[config.mk]
export PLATFORM = sky130hd
export DESIGN_NAME = name_directory_table_flat
export DESIGN_NICKNAME = d
export VERILOG_FILES = /design/src/hdl/ndt_pkg.sv /design/src/hdl/ndt_channels.sv /design/src/hdl/ndt_csr.sv /design/src/hdl/ndt_entry_ram.sv /design/src/hdl/ndt_ctrl.sv /design/src/hdl/name_directory_table.sv /design/src/flat_wrapper.sv
export VERILOG_INCLUDE_DIRS = /design/src /design/src/hdl
export SDC_FILE = /design/constraint.sdc
export NUM_CORES = 2
export LEC_CHECK = 0
export BUFFER_PORTS_ARGS = -buffer_cell sky130_fd_sc_hd__clkbuf_2
export CAP_MARGIN = 5
export CORE_AREA = 2 2 677 679
export DETAILED_ROUTE_END_ITERATION = 7
export DIE_AREA = 0 0 679 681
export GPL_ROUTABILITY_DRIVEN = 1
export PLACE_DENSITY_LB_ADDON = 0.05
export SLEW_MARGIN = 20
export SYNTH_ARGS = -nofsm -noshare
export SYNTH_HDL_FRONTEND = slang
export SYNTH_MEMORY_MAX_BITS = 65536
export SYNTH_SLANG_ARGS = --single-unit
[constraint.sdc]
create_clock -name clock -period 7.3 [get_ports clock]
set_input_delay 0.73 -clock clock [delete_from_list [all_inputs] [get_ports clock]]
set_output_delay 0.73 -clock clock [all_outputs]
set_load 0.1 [all_outputs]
[src/hdl/name_directory_table_defines.svh]
// Assertion macros for the name directory table RTL.
// Needs signals named clock and reset in the module that uses them.
`ifndef NAME_DIRECTORY_TABLE_DEFINES_SVH
`define NAME_DIRECTORY_TABLE_DEFINES_SVH

// check outside reset
`define NDT_ASSERT(label, prop) \
   label: assert property (@(posedge clock) disable iff (reset) prop) \
      else $error("name_directory_table: check failed");

// check at every edge, reset included
`define NDT_ASSERT_ALWAYS(label, prop) \
   label: assert property (@(posedge clock) prop) \
      else $error("name_directory_table: check failed");

`endif

[src/hdl/ndt_pkg.sv]
// Package of the name directory table: sizes, operation codes, entry and RAM port types.
// No dependencies.
`default_nettype none
package ndt_pkg;

   localparam int TABLE_DEPTH = 64;
   localparam int NAME_BYTES  = 8;

   localparam int IDX_W    = (TABLE_DEPTH > 1) ? $clog2(TABLE_DEPTH) : 1;
   localparam int CNT_W    = $clog2(TABLE_DEPTH + 1);
   localparam int NAME_W   = 64;
   localparam int SECTOR_W = 10;
   localparam int SLOT_W   = 6;
   localparam int FUNC_W   = 2;

   localparam int ACTIVE_W   = 7;
   localparam int CSR_ADDR_W = 3;
   localparam int CSR_DATA_W = 32;

   localparam logic [ACTIVE_W-1:0] ACTIVE_RESET       = 7'd10;
   localparam logic                REG_ACTIVE_ENTRIES = 1'b0;

   localparam logic [FUNC_W-1:0] FUNC_FIND   = 2'd0;
   localparam logic [FUNC_W-1:0] FUNC_ADD    = 2'd1;
   localparam logic [FUNC_W-1:0] FUNC_REMOVE = 2'd2;

   typedef struct packed {
      logic [NAME_W-1:0]   name;
      logic [SECTOR_W-1:0] sector;
   } entry_type;

   typedef struct packed {
      logic             en;
      logic [IDX_W-1:0] addr;
      entry_type        data;
   } ram_wr_type;

   typedef struct packed {
      logic             en;
      logic [IDX_W-1:0] addr;
   } ram_rd_type;

endpackage
`default_nettype wire

[src/hdl/ndt_channels.sv]
// Request and response channel interfaces of the name directory table.
// No dependencies.
`default_nettype none
interface ndt_req_if;
   logic        valid;
   logic        ready;
   logic [1:0]  func;
   logic [63:0] key_name;
   logic [9:0]  new_sector;

   modport source (output valid, output func, output key_name, output new_sector,
                   input ready);
   modport sink   (input valid, input func, input key_name, input new_sector,
                   output ready);
endinterface

interface ndt_rsp_if;
   logic       valid;
   logic       ready;
   logic       success;
   logic [9:0] found_sector;
   logic [5:0] slot_index;

   modport source (output valid, output success, output found_sector,
                   output slot_index, input ready);
   modport sink   (input valid, input success, input found_sector,
                   input slot_index, output ready);
endinterface
`default_nettype wire

[src/hdl/ndt_csr.sv]
// APB-style register block holding the active entry count.
// Depends on ndt_pkg.
`default_nettype none
module ndt_csr (
   input  wire logic                             clock,
   input  wire logic                             reset,
   input  wire logic                             psel,
   input  wire logic                             penable,
   input  wire logic                             pwrite,
   input  wire logic [ndt_pkg::CSR_ADDR_W-1:0]   paddr,
   input  wire logic [ndt_pkg::CSR_DATA_W-1:0]   pwdata,
   output logic      [ndt_pkg::CSR_DATA_W-1:0]   prdata,
   output logic                                  pready,
   output logic      [ndt_pkg::ACTIVE_W-1:0]     active_entries
);

   logic [ndt_pkg::ACTIVE_W-1:0] active_ff;
   logic [ndt_pkg::ACTIVE_W-1:0] active_in;
   logic                         sel_active;

   assign sel_active     = (paddr[2] == ndt_pkg::REG_ACTIVE_ENTRIES);
   assign pready         = 1'b1;
   assign active_entries = active_ff;

   always_comb begin
      active_in = active_ff;
      if (psel && penable && pwrite && sel_active) begin
         active_in = pwdata[ndt_pkg::ACTIVE_W-1:0];
      end
   end

   always_comb begin
      prdata = '0;
      if (sel_active) begin
         prdata = ndt_pkg::CSR_DATA_W'(active_ff);
      end
   end

   always_ff @(posedge clock) begin
      if (reset) begin
         active_ff <= ndt_pkg::ACTIVE_RESET;
      end else begin
         active_ff <= active_in;
      end
   end

endmodule
`default_nettype wire

[src/hdl/ndt_entry_ram.sv]
// Single-port-write, single-port-read entry memory with registered read data.
// Depends on ndt_pkg.
`default_nettype none
module ndt_entry_ram (
   input  wire logic                clock,
   input  wire ndt_pkg::ram_wr_type wr,
   input  wire ndt_pkg::ram_rd_type rd,
   output ndt_pkg::entry_type       rd_data_ff
);

   ndt_pkg::entry_type entry_mem [ndt_pkg::TABLE_DEPTH];

   always_ff @(posedge clock) begin
      if (wr.en) begin
         entry_mem[wr.addr] <= wr.data;
      end
   end

   always_ff @(posedge clock) begin
      if (rd.en) begin
         rd_data_ff <= entry_mem[rd.addr];
      end
   end

endmodule
`default_nettype wire

[src/hdl/ndt_ctrl.sv]
// Scan sequencer: valid bits, memory scan, find/add/remove decision and result register.
// Depends on ndt_pkg, ndt_channels and name_directory_table_defines.svh.
`default_nettype none
`include "name_directory_table_defines.svh"
module ndt_ctrl (
   input  wire logic                           clock,
   input  wire logic                           reset,
   input  wire logic [ndt_pkg::ACTIVE_W-1:0]   active_entries,
   ndt_req_if.sink                             req,
   ndt_rsp_if.source                           rsp,
   output ndt_pkg::ram_wr_type                 wr,
   output ndt_pkg::ram_rd_type                 rd,
   input  wire ndt_pkg::entry_type             rd_data
);

   localparam logic [1:0] ST_IDLE   = 2'd0;
   localparam logic [1:0] ST_SCAN   = 2'd1;
   localparam logic [1:0] ST_LAST   = 2'd2;
   localparam logic [1:0] ST_FINISH = 2'd3;

   function automatic logic [ndt_pkg::NAME_W-1:0] normalize(
      input logic [ndt_pkg::NAME_W-1:0] raw);
      logic                         live;
      logic [ndt_pkg::NAME_W-1:0]   kept;
      live = 1'b1;
      kept = '0;
      for (int i = 0; i < ndt_pkg::NAME_BYTES; i++) begin
         if (raw[8*i +: 8] == 8'd0) live = 1'b0;
         if (live) kept[8*i +: 8] = raw[8*i +: 8];
      end
      return kept;
   endfunction

   logic [1:0]                     state_ff, state_in;
   logic [ndt_pkg::TABLE_DEPTH-1:0] valid_ff, valid_in;
   logic [ndt_pkg::IDX_W-1:0]      addr_ff, addr_in;
   logic                           pend_ff, pend_in;
   logic [ndt_pkg::IDX_W-1:0]      pend_addr_ff;
   logic                           hit_ff, hit_in;
   logic                           free_ff, free_in;
   logic                           out_valid_ff, out_valid_in;

   logic [ndt_pkg::FUNC_W-1:0]     func_ff;
   logic [ndt_pkg::NAME_W-1:0]     key_ff;
   logic [ndt_pkg::SECTOR_W-1:0]   sector_ff;
   logic [ndt_pkg::CNT_W-1:0]      limit_ff, limit_new;
   logic [ndt_pkg::IDX_W-1:0]      hit_idx_ff, free_idx_ff;
   logic [ndt_pkg::SECTOR_W-1:0]   hit_sector_ff;
   logic                           out_success_ff, res_success;
   logic [ndt_pkg::SECTOR_W-1:0]   out_sector_ff, res_sector;
   logic [ndt_pkg::SLOT_W-1:0]     out_slot_ff, res_slot;

   logic accept, addr_last, entry_match, entry_free, out_free, load;
   logic do_add, do_remove;

   assign req.ready = (state_ff == ST_IDLE);
   assign accept    = req.valid && req.ready;

   always_comb begin
      if (32'(active_entries) > 32'(ndt_pkg::TABLE_DEPTH)) begin
         limit_new = ndt_pkg::CNT_W'(ndt_pkg::TABLE_DEPTH);
      end else begin
         limit_new = ndt_pkg::CNT_W'(active_entries);
      end
   end

   assign addr_last   = (ndt_pkg::CNT_W'(addr_ff) + ndt_pkg::CNT_W'(1)) == limit_ff;
   assign rd.en       = (state_ff == ST_SCAN);
   assign rd.addr     = addr_ff;
   assign entry_match = pend_ff && valid_ff[pend_addr_ff] && (rd_data.name == key_ff);
   assign entry_free  = pend_ff && !valid_ff[pend_addr_ff];
   assign out_free    = !out_valid_ff || rsp.ready;
   assign load        = (state_ff == ST_FINISH) && out_free;
   assign do_add      = load && (func_ff == ndt_pkg::FUNC_ADD) && !hit_ff && free_ff;
   assign do_remove   = load && (func_ff == ndt_pkg::FUNC_REMOVE) && hit_ff;

   assign wr.en          = do_add;
   assign wr.addr        = free_idx_ff;
   assign wr.data.name   = key_ff;
   assign wr.data.sector = sector_ff;

   always_comb begin
      res_success = 1'b0;
      res_sector  = '0;
      res_slot    = '0;
      case (func_ff)
         ndt_pkg::FUNC_FIND: begin
            if (hit_ff) begin
               res_success = 1'b1;
               res_sector  = hit_sector_ff;
               res_slot    = ndt_pkg::SLOT_W'(hit_idx_ff);
            end
         end
         ndt_pkg::FUNC_ADD: begin
            if (!hit_ff && free_ff) begin
               res_success = 1'b1;
               res_slot    = ndt_pkg::SLOT_W'(free_idx_ff);
            end
         end
         ndt_pkg::FUNC_REMOVE: begin
            if (hit_ff) begin
               res_success = 1'b1;
               res_slot    = ndt_pkg::SLOT_W'(hit_idx_ff);
            end
         end
         default: begin
            res_success = 1'b0;
         end
      endcase
   end

   always_comb begin
      state_in = state_ff;
      case (state_ff)
         ST_IDLE: begin
            if (accept) begin
               state_in = (limit_new == '0) ? ST_FINISH : ST_SCAN;
            end
         end
         ST_SCAN: begin
            if (addr_last) state_in = ST_LAST;
         end
         ST_LAST: begin
            state_in = ST_FINISH;
         end
         ST_FINISH: begin
            if (out_free) state_in = ST_IDLE;
         end
         default: begin
            state_in = ST_IDLE;
         end
      endcase
   end

   always_comb begin
      addr_in = addr_ff;
      if (accept) begin
         addr_in = '0;
      end else if (rd.en) begin
         addr_in = addr_ff + ndt_pkg::IDX_W'(1);
      end
      pend_in = rd.en;
      hit_in  = hit_ff;
      free_in = free_ff;
      if (accept) begin
         hit_in  = 1'b0;
         free_in = 1'b0;
      end else begin
         if (entry_match) hit_in = 1'b1;
         if (entry_free) free_in = 1'b1;
      end
      valid_in = valid_ff;
      if (do_add) valid_in[free_idx_ff] = 1'b1;
      if (do_remove) valid_in[hit_idx_ff] = 1'b0;
      out_valid_in = out_valid_ff;
      if (load) begin
         out_valid_in = 1'b1;
      end else if (rsp.ready) begin
         out_valid_in = 1'b0;
      end
   end

   always_ff @(posedge clock) begin
      if (reset) begin
         state_ff     <= ST_IDLE;
         valid_ff     <= '0;
         addr_ff      <= '0;
         pend_ff      <= 1'b0;
         hit_ff       <= 1'b0;
         free_ff      <= 1'b0;
         out_valid_ff <= 1'b0;
      end else begin
         state_ff     <= state_in;
         valid_ff     <= valid_in;
         addr_ff      <= addr_in;
         pend_ff      <= pend_in;
         hit_ff       <= hit_in;
         free_ff      <= free_in;
         out_valid_ff <= out_valid_in;
      end
   end

   always_ff @(posedge clock) begin
      pend_addr_ff <= addr_ff;
      if (accept) begin
         func_ff   <= req.func;
         key_ff    <= normalize(req.key_name);
         sector_ff <= req.new_sector;
         limit_ff  <= limit_new;
      end
      if (entry_match && !hit_ff && !accept) begin
         hit_idx_ff    <= pend_addr_ff;
         hit_sector_ff <= rd_data.sector;
      end
      if (entry_free && !free_ff && !accept) begin
         free_idx_ff <= pend_addr_ff;
      end
      if (load) begin
         out_success_ff <= res_success;
         out_sector_ff  <= res_sector;
         out_slot_ff    <= res_slot;
      end
   end

   assign rsp.valid        = out_valid_ff;
   assign rsp.success      = out_success_ff;
   assign rsp.found_sector = out_sector_ff;
   assign rsp.slot_index   = out_slot_ff;

   `NDT_ASSERT(scan_in_range, rd.en |-> (ndt_pkg::CNT_W'(rd.addr) < limit_ff))
   `NDT_ASSERT(no_ram_collision, !(rd.en && wr.en))
   `NDT_ASSERT(add_to_free_slot, wr.en |-> !valid_ff[wr.addr])
   `NDT_ASSERT_ALWAYS(valid_change_on_finish,
      (!reset && !$past(reset) && !$stable(valid_ff)) |-> $past(load))

endmodule
`default_nettype wire

[src/hdl/name_directory_table.sv]
// Name directory table top level: register block, entry memory and scan sequencer.
// Depends on ndt_pkg, ndt_channels, ndt_csr, ndt_entry_ram and ndt_ctrl.
//
// Usage:
//   req_chan carries one item: func (find, add, remove), key_name and new_sector.
//   rsp_chan returns exactly one item per request: success, found_sector, slot_index.
//   The APB-style port holds active_entries at byte address 0 (reset value 10).
//   Each request scans n = min(active_entries, table depth) slots, one memory read
//   per cycle, as the entry memory has a single read port; the sequencer passes
//   through its scan, last and finish states before the result is loaded into the
//   output register. With n = 0 the scan is skipped and the request goes straight
//   to the finish state.
//   Requests are taken one at a time; the next is accepted once the result has
//   moved into the output register, which may still be waiting on the receiver.
//   A stalled receiver holds the result; a finished scan waits until it is taken.
//   Reset clears all valid bits in flip-flops at once and restores the register;
//   there is no clearing pass. Names are compared up to their first zero byte.
//
`default_nettype none
module name_directory_table (
   input  wire logic                           clock,
   input  wire logic                           reset,
   ndt_req_if.sink                             req_chan,
   ndt_rsp_if.source                           rsp_chan,
   input  wire logic                           psel,
   input  wire logic                           penable,
   input  wire logic                           pwrite,
   input  wire logic [ndt_pkg::CSR_ADDR_W-1:0] paddr,
   input  wire logic [ndt_pkg::CSR_DATA_W-1:0] pwdata,
   output logic      [ndt_pkg::CSR_DATA_W-1:0] prdata,
   output logic                                pready
);

   logic [ndt_pkg::ACTIVE_W-1:0] active_entries;
   ndt_pkg::ram_wr_type          ram_wr;
   ndt_pkg::ram_rd_type          ram_rd;
   ndt_pkg::entry_type           ram_rd_data;

   ndt_csr u_csr (
      .clock          (clock),
      .reset          (reset),
      .psel           (psel),
      .penable        (penable),
      .pwrite         (pwrite),
      .paddr          (paddr),
      .pwdata         (pwdata),
      .prdata         (prdata),
      .pready         (pready),
      .active_entries (active_entries)
   );

   ndt_entry_ram u_ram (
      .clock      (clock),
      .wr         (ram_wr),
      .rd         (ram_rd),
      .rd_data_ff (ram_rd_data)
   );

   ndt_ctrl u_ctrl (
      .clock          (clock),
      .reset          (reset),
      .active_entries (active_entries),
      .req            (req_chan),
      .rsp            (rsp_chan),
      .wr             (ram_wr),
      .rd             (ram_rd),
      .rd_data        (ram_rd_data)
   );

endmodule
`default_nettype wire
[src/flat_wrapper.sv]
// flat-port wrapper written by rule: the top's interface ports become plain ports
module name_directory_table_flat 
  (clock, reset, psel, penable, pwrite, paddr, pwdata, prdata, pready, req_chan_valid, req_chan_func, req_chan_key_name, req_chan_new_sector, req_chan_ready, rsp_chan_valid, rsp_chan_success, rsp_chan_found_sector, rsp_chan_slot_index, rsp_chan_ready);
  ndt_req_if req_chan_i ();
  ndt_rsp_if rsp_chan_i ();
  input  wire logic clock;
  input  wire logic reset;
  input  wire logic psel;
  input  wire logic penable;
  input  wire logic pwrite;
  input  wire logic [ndt_pkg::CSR_ADDR_W-1:0] paddr;
  input  wire logic [ndt_pkg::CSR_DATA_W-1:0] pwdata;
  output logic      [ndt_pkg::CSR_DATA_W-1:0] prdata;
  output logic pready;
  input wire logic [$bits(req_chan_i.valid)-1:0] req_chan_valid;
  input wire logic [$bits(req_chan_i.func)-1:0] req_chan_func;
  input wire logic [$bits(req_chan_i.key_name)-1:0] req_chan_key_name;
  input wire logic [$bits(req_chan_i.new_sector)-1:0] req_chan_new_sector;
  output wire logic [$bits(req_chan_i.ready)-1:0] req_chan_ready;
  output wire logic [$bits(rsp_chan_i.valid)-1:0] rsp_chan_valid;
  output wire logic [$bits(rsp_chan_i.success)-1:0] rsp_chan_success;
  output wire logic [$bits(rsp_chan_i.found_sector)-1:0] rsp_chan_found_sector;
  output wire logic [$bits(rsp_chan_i.slot_index)-1:0] rsp_chan_slot_index;
  input wire logic [$bits(rsp_chan_i.ready)-1:0] rsp_chan_ready;
  assign req_chan_i.valid = req_chan_valid;
  assign req_chan_i.func = req_chan_func;
  assign req_chan_i.key_name = req_chan_key_name;
  assign req_chan_i.new_sector = req_chan_new_sector;
  assign req_chan_ready = req_chan_i.ready;
  assign rsp_chan_valid = rsp_chan_i.valid;
  assign rsp_chan_success = rsp_chan_i.success;
  assign rsp_chan_found_sector = rsp_chan_i.found_sector;
  assign rsp_chan_slot_index = rsp_chan_i.slot_index;
  assign rsp_chan_i.ready = rsp_chan_ready;
  name_directory_table u_core (.clock(clock), .reset(reset), .req_chan(req_chan_i), .rsp_chan(rsp_chan_i), .psel(psel), .penable(penable), .pwrite(pwrite), .paddr(paddr), .pwdata(pwdata), .prdata(prdata), .pready(pready));
endmodule
# After elaboration in Yosys (flattened, before gate mapping)
# Memories as Yosys holds them, arrays and structs flattened. A register that Yosys moved wholly into a read port is not among the register bits.
# Cells that the tools add are included.
# word_totals
inputBits,118
memories,1
ramBits,4736
regBits,211
out_inout_bits,52
word_cells,132
# memory_table
memory,depth,word_bits,rd,rd_clocked_by_memory_dff,write_ports,line,source
u_core.u_ram.entry_mem,64,74,1,1,1,ndt_entry_ram.sv:11,ndt_pkg::entry_type entry_mem [ndt_pkg::TABLE_DEPTH];
# classes
order_cmp,6
n_mux,41
bitwise,4
n_reduce_logical,42
n_eq_ne,10
n_addsub,2
# ops
cell,count
2-to-1 mux 64 bit,2
AND 64 bit,1
== test 64 bit,1
zero test 8 bit,8
inverter 64 bit,1
bitwise OR 64 bit,1
2-to-1 mux 1 bit,25
"< comparator 6 x 7 -> 1 bit, second input constant",3
logical AND 1 bit,20
2-to-1 mux 7 bit,2
demux 1 bit (select 6 bit),2
"greater-or-equal comparator 6 x 1 -> 1 bit, second input constant",2
2-to-1 mux 6 bit,2
one-hot mux 6 bit (2 select lines),1
2-to-1 mux 2 bit,4
one-hot mux 2 bit (4 select lines),1
"adder 6 x 1 -> 7 bit, second input constant",1
== test 7 bit,1
"> comparator 7 bit, second input constant",1
zero test 7 bit,1
"adder 6 x 1 -> 6 bit, second input constant",1
binary-select mux 1 bit (select 6 bit),1
"== test 2 bit, second input constant",3
zero test 1 bit,5
11 further kinds,15

# Logic depth before layout (Yosys ltp)
# depth
ltp_word,17
mapped_depth,10
depth_no_buf,7

# Cells and area by module
# Synthesis repeated with hierarchy kept, for this count alone.
# hier_totals
cells_unflattened,8476
hier_area_um2,191268.4
# by_module_without_submodules
mod,instances,seq_area_each_um2,area_per_inst_um2,cells_per_inst
ndt_entry_ram,1,144438.5,181499.1,7657
ndt_ctrl,1,5305.1,9192.6,753
ndt_csr,1,140.1,576.8,66

# Worst setup path after synthesis
# No wires, ideal clock.
# synth_path
path_type,register -> register
from,reg u_core.u_ctrl.out_valid_ff (netlist: u_core.u_ctrl.rsp.valid)
to,mem u_core.u_ram.entry_mem[55][0] in the netlist's numbering (enable)
stages_incl_launch_ff,7
required_ps,6791
arrival_time_ps,5628
setup_slack_ps,1163
synth_period_minus_slack_ps,6137
path_buffers,1
setup_time_ps,509
path_cell_list,dfxtp_1 -> nor2b_1 -> nor2b_1 -> and3b_1 -> clkbuf_1 -> nand3_1 -> nor2_1
# synth_between
elab_chain_len,8
# synth_rtl
element,line,source
from (decl),ndt_ctrl.sv:41,"logic out_valid_ff, out_valid_in;"
from (signal assigned),ndt_ctrl.sv:179,out_valid_ff <= out_valid_in;
zero test 1 bit,ndt_ctrl.sv:72,assign out_free = !out_valid_ff || rsp.ready;
logical OR 1 bit,ndt_ctrl.sv:72,
logical AND 1 bit,ndt_ctrl.sv:73,assign load = (state_ff == ST_FINISH) && out_free;
named net u_core.u_ctrl.load,ndt_ctrl.sv:53,"logic accept, addr_last, entry_match, entry_free, out_free, load;"
logical AND 1 bit (3 in series),ndt_ctrl.sv:74,assign do_add = load && (func_ff == ndt_pkg::FUNC_ADD) && !hit_ff && free_ff;
2-to-1 mux 1 bit,ndt_entry_ram.sv:14,if (wr.en) begin
2-to-1 mux 1 bit (not written as such),ndt_entry_ram.sv:15,entry_mem[wr.addr] <= wr.data;
to (decl),ndt_entry_ram.sv:11,
# The timed path passes the listed nets, and every way through them passes these cells.

# Final worst setup path
# layout_path
from,reg u_core.u_ctrl.key_ff[36] in the netlist's numbering
to,reg u_core.u_ctrl.hit_sector_ff[4] in the netlist's numbering (enable)
# layout_between
elab_chain_len,4
# layout_rtl
element,line,source
from (decl),ndt_ctrl.sv:44,logic [ndt_pkg::NAME_W-1:0] key_ff;
from (signal assigned),ndt_ctrl.sv:187,key_ff <= normalize(req.key_name);
== test 64 bit,ndt_ctrl.sv:70,assign entry_match = pend_ff && valid_ff[pend_addr_ff] && (rd_data.name == key_ff);
logical AND 1 bit,ndt_ctrl.sv:70,
logical AND 1 bit (2 in series),ndt_ctrl.sv:191,if (entry_match && !hit_ff && !accept) begin
to (signal assigned),ndt_ctrl.sv:193,hit_sector_ff <= rd_data.sector;
to (decl),ndt_ctrl.sv:48,logic [ndt_pkg::SECTOR_W-1:0] hit_sector_ff;
# No other way between the ends.
# A chain may end at the register's enable or synchronous reset.

==> reports/results.txt <==
status - completed
gr ovfl total - 0
hold wc startpoint - req_chan_key_name[39]
Clk pwr share - 40.0%
Layout Cells excl Fill - 14,675
clock-pin slew on the worst setup and hold paths - 60 ps
Total Wirelength - 561,000 um
Post-Place Cells - 13,640
mux cell area share after synthesis - 18.6%
Slew @ Worst Pin - 1160 ps
root buffer cell - clkbuf_16
syn_area_per_cell - 25.1 um^2
drt wl/cell - 38.2 um
pwr/cell area - 299 mW/mm^2
global-route wire length before repair - 765,000 um
hold crit path type - in -> reg
TritonCTS buffer count - 556
fmax - 213 MHz
cell count after synthesis - 7,593
clock tree buffer depth - 4
final period utilization - 64.4%
fin. max-slew vios - 0
Die ar. - 0.462 mm^2
warnings from Yosys - 0
Initial Utilization - 41.9%
Relative slew margins - 22.7%
clk_skew - 32.3 ps
CTS tree - done
sequential area share after synthesis - 78.6%
Switching Share - 22.9%
r2r setup slk - 2600 ps
Switching Power - 14.9 mW
worst r2r path cells - 8
CP Capture Type - flip-flop
Core ar. - 0.455 mm^2
WS Path Type - reg -> reg
I/O Buffers - 116
pin count of the biggest net entering global routing - 121
TritonCTS Sinks - 5,021
Tot Pwr - 65.3 mW
Synth Area in Compound Gates - 0.613%
WHS - 97.2 ps
internal power - 50.4 mW
crit path max fanout - 16
register share of total power - 50.5%
1st-pass router iterations - 5
Via-to-Cell Ratio - 5.97
setup_tns - 0 ps
GP Congestion - 0.760
Top FF cell, synth - edfxtp_1
post-synthesis simple-gate area fraction - 0.851%
Post-Synth Adder-Cell Area - 0.0328%
CTS H-tree lvls - 6
IO Pins - 170
Yosys reg bits - 5,021
reg2reg start - u_core.u_ctrl.key_ff[36]
Comb pwr share - 9.5%
Routed Antenna Nets - 0
Nets - 8,382
postcts setup bufs - 0
DRC - 0
Peak VDD IR - 226 uV
post_cts resized - 0
number of enable flip-flop cells after synthesis - 4,932
HPWL after detailed placement - 282,000 um
Worst Hold Path EP - u_core.u_ctrl.key_ff[39]
Synth Area in XOR/XNOR - 0.248%
# rows - 248
Yosys cell types - 57
share of cells above drive strength 1 - 32.2%
RSZ-0062 raised after global routing - false
Pleak - 65.3 nW
Tmin final - 4700 ps
DRT iter0 DRCs - 9,632
Async S/R FF share, synth - 0%
Setup Viol. Count Final - 0
total global-route track usage - 24.1%
Die Width - 679 um
synthesis-to-layout area growth - 14.7%
Critical Path RT - 7990 ps
initial antenna violation count - 16
vias in the first global route - 90,479
via count - 87,550
post-route design area - 0.219 mm^2
placed cell areas - 0.201 mm^2
maxcap violations - 0
largest family of logic cells by synthesized area - multiplexers
area of the mapped netlist - 0.191 mm^2
clock latency on the worst-skew pair - 1030 ps
Arr. time, crit path - 5390 ps
hold path depth - 2
Setup crit start kind - flip-flop
die height - 681 um
capturing point of the worst reg2reg path - u_core.u_ctrl.hit_sector_ff[4]
Hold Vio Cnt, Final - 0
[per-layer routing]
metal  up-vias  GRT usage (%)  wire length (um)
li1      34404              -                 -
met1     49604           33.5            235000
met2      2828           40.8            282000
met3       712           3.09             28100
met4         2           6.04             15300
met5         -              0                13
[power by group through the flow]
stage          logic [mW]  registers [mW]  clock network [mW]
2_1_floorplan        3.65            34.1                   0
3_3_place_gp         6.16            33.6                   0
3_5_place_dp         6.33            33.6                   0
4_1_cts              6.37            33.0                26.6
5_1_grt              6.62            33.0                27.7
6_report             6.19            33.0                26.1
[sequential cells by signal (all words and copies together), names as in the netlist, 6 cells and up]
register,cells
u_core.u_csr.active_entries,7
u_core.u_ctrl.addr_ff,6
u_core.u_ctrl.free_idx_ff,6
u_core.u_ctrl.hit_idx_ff,6
u_core.u_ctrl.hit_sector_ff,10
u_core.u_ctrl.key_ff,64
u_core.u_ctrl.limit_ff,7
u_core.u_ctrl.pend_addr_ff,6
u_core.u_ctrl.rsp.found_sector,10
u_core.u_ctrl.rsp.slot_index,6
u_core.u_ctrl.sector_ff,10
u_core.u_ctrl.valid_ff,64
u_core.u_ram.entry_mem,4736
u_core.u_ram.rd_data_ff,74
[layout by cell type, fill, tap and decap left out, drive strengths merged, types with 3 or more instances in the layout]
cell type,instances
nand4,10
nor2b,35
clkinv,192
nand2b,8
edfxtp,4932
o21a,64
and2,52
nor4,19
nand3b,8
conb,26
inv,53
dlygate4sd3,61
a21oi,69
a22o,8
and3b,4
a22oi,4
or3,3
clkinvlp,4
and3,11
xor2,11
mux2i,13
bufinv,13
mux4,1569
nor3,8
or4,5
diode,7
nor2,93
buf,326
ha,5
nand2,17
clkbuf,854
xnor2,43
nand3,13
o22ai,9
dfxtp,89
nor3b,6
[per-stage QoR]
stage,util (%),setup WS (ps)
after floorplan,-,1160
after global placement,44.2,2380
after detailed placement,44.2,2530
after CTS,48.1,2580
after global routing,48.1,2450
final,48.1,2600
[synth_stat cells, types with 19 or more instances]
cell | instances | area (um^2)
dfxtp_1 | 89 | 1780
xnor2_1 | 43 | 377
buf_1 | 79 | 297
a21oi_1 | 69 | 345
edfxtp_1 | 4932 | 148000
nor4_1 | 19 | 119
inv_1 | 33 | 124
buf_2 | 87 | 435
o21a_1 | 64 | 480
nor2b_1 | 35 | 219
clkbuf_1 | 218 | 818
buf_4 | 31 | 233
nor2_1 | 93 | 349
mux4_2 | 1569 | 35300
and2_1 | 52 | 325
[final cells by class]
cell class / count / area (um^2)
tap: 6000 / 7510
clock inverter: 229 / 1520
multi-input combinational: 2144 / 39500
fill: 36737 / 236000
clock buffer: 738 / 15200
sequential: 5021 / 150000
inverter: 33 / 124
timing repair buffer: 503 / 4900
antenna: 7 / 17.5
[critical path, stage by stage (launching register included)]
cell,delay (ps)
edfxtp_1,510
xnor2_1,900
nand4_1,780
nor4_1,570
buf_4,180
nand3_1,60
or4_1,820
nor3_2,200
buf_4,320
[worst max path at each step]
stage,endpoint,from,cells after the start
after detailed placement,u_core.u_ram.entry_mem[23][30],rsp_chan_ready,8
after floorplan,u_core.u_ram.entry_mem[55][0],u_core.u_ctrl.rsp.valid,6
after CTS,u_core.u_ctrl.hit_sector_ff[7],u_core.u_ctrl.key_ff[36],8
after global routing,u_core.u_ctrl.hit_sector_ff[7],u_core.u_ctrl.key_ff[36],8
after global placement,u_core.u_ram.entry_mem[51][13],rsp_chan_ready,8
final,u_core.u_ctrl.hit_sector_ff[4],u_core.u_ctrl.key_ff[36],8
[kinds of logic (layout without fill, tap and decap cells)]
kind of cell	count (synthesis)	count (layout)
AO/OA/AOI/OAI	176	176
XOR/XNOR	54	54
adder cells (fa/ha/maj)	5	5
flip-flops	5021	5021
AND/OR/NAND/NOR	299	299
multiplexers	1584	1584
buffers and inverters	452	1503
other	2	33
[what timing repair did]
action	4_1_cts	5_1_grt
hold buffers	61	0
endpoints found under the hold margin	61	0
setup endpoints to repair	0	0
No activity file was read; power rests on OpenSTA's default activity.
